### config.mk
export PLATFORM = sky130hd
export DESIGN_NAME = integer_square_root_top
export DESIGN_NICKNAME = d
export VERILOG_FILES = /design/src/rtl/core/isqrt_pkg.sv /design/src/rtl/core/integer_square_root_top.sv /design/src/rtl/core/isqrt_ctrl.sv /design/src/rtl/core/isqrt_dp.sv
export SDC_FILE = /design/constraint.sdc
export NUM_CORES = 1
export LEC_CHECK = 0
export ABC_CLOCK_PERIOD_IN_PS = 8700
export BUFFER_PORTS_ARGS = -buffer_cell sky130_fd_sc_hd__buf_2
export CORE_MARGIN = 2
export CORE_UTILIZATION = 25
export CTS_BUF_LIST = sky130_fd_sc_hd__clkbuf_4 sky130_fd_sc_hd__clkbuf_8 sky130_fd_sc_hd__clkbuf_16
export DETAILED_ROUTE_END_ITERATION = 10
export SLEW_MARGIN = 20
export SYNTH_ARGS = -nofsm -noshare
export SYNTH_HDL_FRONTEND = slang
export SYNTH_HIERARCHICAL = 1
export SYNTH_SLANG_ARGS = --single-unit
export TNS_END_PERCENT = 5
### constraint.sdc
create_clock -name clk -period 8.7 [get_ports clk]
set_input_delay 0.435 -clock clk [delete_from_list [all_inputs] [get_ports clk]]
set_output_delay 0.435 -clock clk [all_outputs]
set_load 0.02 [all_outputs]
### src/rtl/core/isqrt_pkg.sv
// ----------------------------------------------------------------------------
// isqrt_pkg
// Shared types and constants for the integer square root block.
// ----------------------------------------------------------------------------
package isqrt_pkg;

  localparam int INPUT_BITS_DEF = 64;
  localparam int RADICAND_W     = 64;
  localparam int ROOT_W         = 32;

  typedef enum logic [1:0] {
    ST_IDLE,
    ST_RUN,
    ST_FIN
  } isqrt_state_t;

  typedef struct packed {
    logic load;
    logic step;
    logic publish;
  } isqrt_cmd_t;

endpackage

### src/rtl/core/integer_square_root_top.sv
// ----------------------------------------------------------------------------
// integer_square_root_top
// Floor of the square root of a signed radicand, one result bit per round.
// ----------------------------------------------------------------------------
//  channel   ports                                  direction
//  input     in_valid, in_ready, in_radicand[63:0]  item in
//  result    out_valid, out_ready, out_root[31:0]   item out
//
// An item is loaded on acceptance, then runs its rounds, one trial
// subtraction each, and is then published to the result register.
// A new item is accepted in the cycle its predecessor moves to the result
// register, so no item is taken while another is still in its rounds.
// A stalled result holds the finished root inside until the register frees.
// Reset is synchronous and active low and leaves the block idle.
// ----------------------------------------------------------------------------
module integer_square_root_top
  import isqrt_pkg::*;
#(
  parameter int INPUT_BITS = INPUT_BITS_DEF
) (
  input  logic                  clk,
  input  logic                  rst_n,
  input  logic                  in_valid,
  output logic                  in_ready,
  input  logic [RADICAND_W-1:0] in_radicand,
  output logic                  out_valid,
  input  logic                  out_ready,
  output logic [ROOT_W-1:0]     out_root
);

  isqrt_cmd_t cmd;

  isqrt_ctrl #(
    .INPUT_BITS (INPUT_BITS)
  ) u_ctrl (
    .clk       (clk),
    .rst_n     (rst_n),
    .in_valid  (in_valid),
    .in_ready  (in_ready),
    .out_ready (out_ready),
    .out_valid (out_valid),
    .cmd       (cmd)
  );

  isqrt_dp #(
    .INPUT_BITS (INPUT_BITS)
  ) u_dp (
    .clk      (clk),
    .cmd      (cmd),
    .radicand (in_radicand),
    .root     (out_root)
  );

endmodule

### src/rtl/core/isqrt_ctrl.sv
// ----------------------------------------------------------------------------
// isqrt_ctrl
// Sequencer for the root rounds and the handshakes on both channels.
// ----------------------------------------------------------------------------
module isqrt_ctrl
  import isqrt_pkg::*;
#(
  parameter int INPUT_BITS = INPUT_BITS_DEF
) (
  input  logic       clk,
  input  logic       rst_n,
  input  logic       in_valid,
  output logic       in_ready,
  input  logic       out_ready,
  output logic       out_valid,
  output isqrt_cmd_t cmd
);

  localparam int ROUNDS = (INPUT_BITS - 2) / 2 + 1;
  localparam int CNT_W  = $clog2(ROUNDS);
  localparam logic [CNT_W-1:0] LAST_CNT = CNT_W'(ROUNDS - 1);

  isqrt_state_t     state_r, state_nxt;
  logic [CNT_W-1:0] cnt_r, cnt_nxt;
  logic             out_valid_r, out_valid_nxt;
  logic             can_pub;

  assign can_pub   = !out_valid_r || out_ready;
  assign out_valid = out_valid_r;

  always_ff @(posedge clk) begin
    if (!rst_n) begin
      state_r     <= ST_IDLE;
      cnt_r       <= '0;
      out_valid_r <= 1'b0;
    end else begin
      state_r     <= state_nxt;
      cnt_r       <= cnt_nxt;
      out_valid_r <= out_valid_nxt;
    end
  end

  always_comb begin
    state_nxt   = state_r;
    cnt_nxt     = cnt_r;
    cmd         = '0;
    in_ready    = 1'b0;
    unique case (state_r)
      ST_IDLE: begin
        in_ready = 1'b1;
        if (in_valid) begin
          cmd.load  = 1'b1;
          cnt_nxt   = '0;
          state_nxt = ST_RUN;
        end
      end
      ST_RUN: begin
        cmd.step = 1'b1;
        if (cnt_r == LAST_CNT) begin
          state_nxt = ST_FIN;
        end else begin
          cnt_nxt = cnt_r + 1'b1;
        end
      end
      ST_FIN: begin
        if (can_pub) begin
          cmd.publish = 1'b1;
          in_ready    = 1'b1;
          if (in_valid) begin
            cmd.load  = 1'b1;
            cnt_nxt   = '0;
            state_nxt = ST_RUN;
          end else begin
            state_nxt = ST_IDLE;
          end
        end
      end
      default: begin
        state_nxt = ST_IDLE;
      end
    endcase
    out_valid_nxt = cmd.publish ? 1'b1 : (out_ready ? 1'b0 : out_valid_r);
  end

`ifndef SYNTH
  a_no_overwrite: assert property (@(posedge clk) disable iff (!rst_n)
    cmd.publish |-> (!out_valid_r || out_ready))
    else $error("result register overwritten before it was taken");

  a_drop_only_taken: assert property (@(posedge clk) disable iff (!rst_n)
    ($fell(out_valid_r) && $past(rst_n)) |-> $past(out_ready))
    else $error("result dropped without being taken");

  a_accept_starts: assert property (@(posedge clk) disable iff (!rst_n)
    (in_valid && in_ready) |=> (state_r == ST_RUN && cnt_r == '0))
    else $error("accepted item did not start the rounds");

  a_rounds_run: assert property (@(posedge clk) disable iff (!rst_n)
    (state_r == ST_RUN && cnt_r != LAST_CNT) |=> state_r == ST_RUN)
    else $error("round sequence ended early");
`endif

endmodule

### src/rtl/core/isqrt_dp.sv
// ----------------------------------------------------------------------------
// isqrt_dp
// Remainder, partial root and bit weight registers with one trial
// subtraction per round, plus the result register.
// ----------------------------------------------------------------------------
module isqrt_dp
  import isqrt_pkg::*;
#(
  parameter int INPUT_BITS = INPUT_BITS_DEF
) (
  input  logic                  clk,
  input  isqrt_cmd_t            cmd,
  input  logic [RADICAND_W-1:0] radicand,
  output logic [ROOT_W-1:0]     root
);

  localparam int W  = INPUT_BITS - 1;
  localparam int SH = ((INPUT_BITS - 2) / 2) * 2;

  logic [W-1:0] rem_r, rem_nxt;
  logic [W:0]   proot_r, proot_nxt;
  logic [W-1:0] wt_r, wt_nxt;
  logic [ROOT_W-1:0] root_r;

  logic [INPUT_BITS-1:0] value;
  logic [W:0]            trial;
  logic [W:0]            grown;

  assign value = radicand[INPUT_BITS-1:0];
  assign trial = proot_r + {1'b0, wt_r};
  assign grown = trial + {1'b0, wt_r};
  assign root  = root_r;

  always_comb begin
    rem_nxt   = rem_r;
    proot_nxt = proot_r;
    wt_nxt    = wt_r;
    if (cmd.load) begin
      rem_nxt   = value[INPUT_BITS-1] ? '0 : value[W-1:0];
      proot_nxt = '0;
      wt_nxt    = W'(1) << SH;
    end else if (cmd.step) begin
      if ({1'b0, rem_r} >= trial) begin
        rem_nxt   = rem_r - trial[W-1:0];
        proot_nxt = grown >> 1;
      end else begin
        proot_nxt = proot_r >> 1;
      end
      wt_nxt = wt_r >> 2;
    end
  end

  always_ff @(posedge clk) begin
    rem_r   <= rem_nxt;
    proot_r <= proot_nxt;
    wt_r    <= wt_nxt;
    if (cmd.publish) begin
      root_r <= ROOT_W'(proot_r);
    end
  end

endmodule
==> flow_metrics.py <==
metrics = {
    "synthesis": {
        "syn_area_per_cell_um2": 8.07,
        "synth_top_area_frac": 0.165,
        "synthesis.area_um2": 17300,
        "syn_inst": 2147,
        "synth_warnings": 6,
        "async_reset_ff_frac": 0,
        "synthTopCellsByArea": "edfxtp_1 (16%), dfxtp_1 (12%), ha_1 (9.5%)",
        "synth_cell_type_count": 101,
        "synth_fp_nets": 2347,
        "ys_dominant_reg_cell": "dfxtp_1",
        "synth-seq-cells": 198,
        "synth_top_area_cell": "edfxtp_1",
        "yosysSeqAreaShare": 0.284,
        "synth_edf_count": 95,
    },
    "floorplan": {
        "die_h_um": 267,
        "rows": 96,
        "die_area_um2": 71500,
        "initial_core_util": 0.253,
        "core_area_um2": 68600,
        "io_pins": 102,
        "die_w_um": 267,
    },
    "min_path": {
        "worstHoldPathType": "primary input to register",
        "whs_path_depth": 3,
        "hold_start": "in_radicand[47]",
        "whs_endpoint": "u_dp/rem_r[47]$_DFFE_PP_",
    },
    "clock_network": {
        "cts-root-buf": "clkbuf_16",
        "hold_buffers": 0,
        "clk_pin_slew_ps": 80,
        "cts_setup_buffers": 0,
        "cts_buffers": 17,
        "cts_tree": "built",
        "htreeDepth": 4,
        "cts_sinks": 198,
        "cts.path.max_buffers": 2,
        "cts_resized": 0,
        "clkLatencyLatePin_ps": 480,
    },
    "setup_path": {
        "worst-path-buf-inv": 2,
        "cp.arrival_ps": 7910,
        "startpoint_type": "register",
        "cp.depth": 29,
        "r2r_setup_slack_ps": 1120,
        "r2r-start": "u_dp/proot_r[0]$_SDFFE_PP0P_",
        "critPathTopFamily": "compound AO/OA/AOI/OAI gates",
        "crit_required_ps": 9020,
        "crit_top_cell": "ha_1",
        "slowest_stage": "or4_1",
        "cpPeakStageDelay_ps": 650,
        "worst_r2r_endpoint": "u_dp/proot_r[59]$_SDFFE_PP0P_",
        "endpoint_kind": "register",
        "worstPathMaxFanout": 34,
        "reg2reg_depth": 29,
        "critPathKind": "register to register",
    },
    "cells_and_area": {
        "drive_above_1_share": 0.0957,
        "final_cell_area_um2": 19300,
        "layoutNonFillerInstCount": 3118,
        "final_util": 0.282,
        "area_delta_synth_final_pct": 11.4,
        "finalNetCount": 2370,
    },
    "detailed_routing": {
        "viasPerCell": 5.11,
        "ant_nets": 0,
        "wire_per_inst_um": 17.3,
        "drc_errors": 0,
        "wl_mm": 54.0,
        "dr.pass1.iters": 6,
        "num_vias": 15900,
        "first_iter_violations": 1312,
    },
    "timing": {
        "finalWorstSetupSlack_ps": 1120,
        "max_freq_mhz": 132,
        "finalCritPeriodShare": 0.872,
        "setup_violations": 0,
        "hold_violations": 0,
        "fin_skew_ps": 14.4,
        "fin_hold_ws_ps": 226,
        "grt_setup_unrepaired": "no",
        "tns_ps": 0,
        "slew_headroom": 0.238,
        "min_period_ps": 7580,
        "worstMarginPinSlew_ps": 1140,
        "slew_viol_final": 0,
    },
    "global_route": {
        "grt-ovfl-total": 0,
        "grt_pass1_vias": 15300,
        "antenna_found_initial": 4,
        "global_route.usage.total": 0.151,
        "grt_pass1_wl_mm": 85.3,
        "grt_max_degree": 86,
    },
    "pwr": {
        "leakagePower_nw": 7.23,
        "peakVddDrop_mv": 0.267,
        "power_density_nw_per_um2": 329,
        "finalPower_mw": 6.36,
    },
    "run": {
        "drv_cap": 0,
    },
    "placement": {
        "dp_slack_ps": 1190,
        "dp_hpwl_mm": 41.4,
        "dp.cells": 3082,
        "gp_congestion": 0.929,
        "place_area_um2": 18700,
        "io_buffers": 101,
    },
    "status": {
        "outcome": "finished clean",
    },
}
synthesized netlist by cell type, types with 12 or more instances:
| cell | count |
|---|---|
| o31ai_1 | 17 |
| o21bai_1 | 18 |
| nand3_1 | 53 |
| nor2b_1 | 17 |
| o21a_1 | 16 |
| o211ai_1 | 27 |
| nor3_1 | 48 |
| or2_2 | 14 |
| nor2_1 | 159 |
| and2_1 | 23 |
| dfxtp_1 | 103 |
| a21o_1 | 60 |
| mux2i_1 | 40 |
| nand4_1 | 43 |
| nand2b_1 | 28 |
| xnor2_1 | 102 |
| clkbuf_1 | 94 |
| a311oi_1 | 19 |
| nand2_1 | 234 |
| or3_1 | 31 |
| a21oi_1 | 151 |
| edfxtp_1 | 95 |
| a211o_1 | 12 |
| ha_1 | 131 |
| o21ai_0 | 158 |
| a211oi_1 | 30 |
| xor2_1 | 53 |
| a31oi_1 | 53 |
| inv_1 | 102 |
| a31o_2 | 19 |
| and3_1 | 14 |
sequential cells by signal (all words and copies together) (netlist names):
register	cells
u_dp/proot_r	63
u_dp/rem_r	63
u_dp/root	32
u_dp/wt_r	32
u_ctrl/cnt_r	5
u_ctrl/state_r	2
u_ctrl/out_valid	1
area by class of cell:
cell class                 instances  area [um2]
inverter                         103         387
clock inverter                    11         109
antenna                            4        10.0
tap                              931        1160
multi-input combinational       1737       11600
sequential                       198        4910
timing repair buffer             113         596
clock buffer                      21         503
fill                            7429       49300
worst max path at each step:
| stage | start | endpoint | slack (ps) |
|---|---|---|---|
| after global routing | u_dp/proot_r[0]$_SDFFE_PP0P_ | u_dp/proot_r[59]$_SDFFE_PP0P_ | 600 |
| final | u_dp/proot_r[0]$_SDFFE_PP0P_ | u_dp/proot_r[59]$_SDFFE_PP0P_ | 1120 |
| after floorplan | u_dp/proot_r[0]$_SDFFE_PP0P_ | u_dp/rem_r[0]$_DFFE_PP_ | 1580 |
| after global placement | u_dp/proot_r[0]$_SDFFE_PP0P_ | u_dp/proot_r[59]$_SDFFE_PP0P_ | 1250 |
| after CTS | u_dp/proot_r[0]$_SDFFE_PP0P_ | u_dp/proot_r[59]$_SDFFE_PP0P_ | 1140 |
| after detailed placement | u_dp/proot_r[0]$_SDFFE_PP0P_ | u_dp/proot_r[59]$_SDFFE_PP0P_ | 1190 |
cells by family (layout without fill, tap and decap cells):
logic type,count (synthesis),after routing,synth area share
AO/OA/AOI/OAI,694,694,0.271
XOR/XNOR,156,156,0.0793
adder cells (fa/ha/maj),132,132,0.0957
buffers and inverters,212,248,0.0479
flip-flops,198,198,0.284
multiplexers,41,41,0.0237
other,0,4,0
AND/OR/NAND/NOR,714,714,0.199
layer usage:
layer  routed length [um]  vias up  global-route usage
met4                 1380        2              0.0533
met2                24700      406               0.247
met1                25200     7439               0.204
met3                 2720       72              0.0181
li1                     -     8023                   -
met5                   13        -                   0
tightest hold or removal path, stage by stage:
cell and delay, ps:
buf_2 70, nand2_1 30, o21ai_0 50
placed cells by master, fill, tap and decap left out, types with 14 or more instances in the layout:
cell type / n
a211oi_1: 30
a21o_1: 60
a21oi_1: 151
a311oi_1: 19
a31o_2: 19
a31oi_1: 53
and2_1: 22
and3_1: 14
buf_2: 101
clkbuf_16: 19
dfxtp_1: 103
edfxtp_1: 95
ha_1: 131
inv_1: 102
mux2i_1: 40
nand2_1: 233
nand2b_1: 28
nand3_1: 53
nand4_1: 43
nor2_1: 156
nor2b_1: 16
nor3_1: 48
o211ai_1: 27
o21a_1: 16
o21ai_0: 158
o21bai_1: 18
o31ai_1: 17
or2_2: 14
or3_1: 31
xnor2_1: 102
xor2_1: 53
where the power goes:
| group | internal, mW | total, mW | switching, mW | leakage (nW) |
|---|---|---|---|---|
| registers | 1.39 | 1.62 | 0.234 | 1.75 |
| logic | 1.52 | 3.88 | 2.36 | 5.19 |
| clock network | 0.448 | 0.852 | 0.404 | 0.291 |
(Power assumes the default switching activity.)
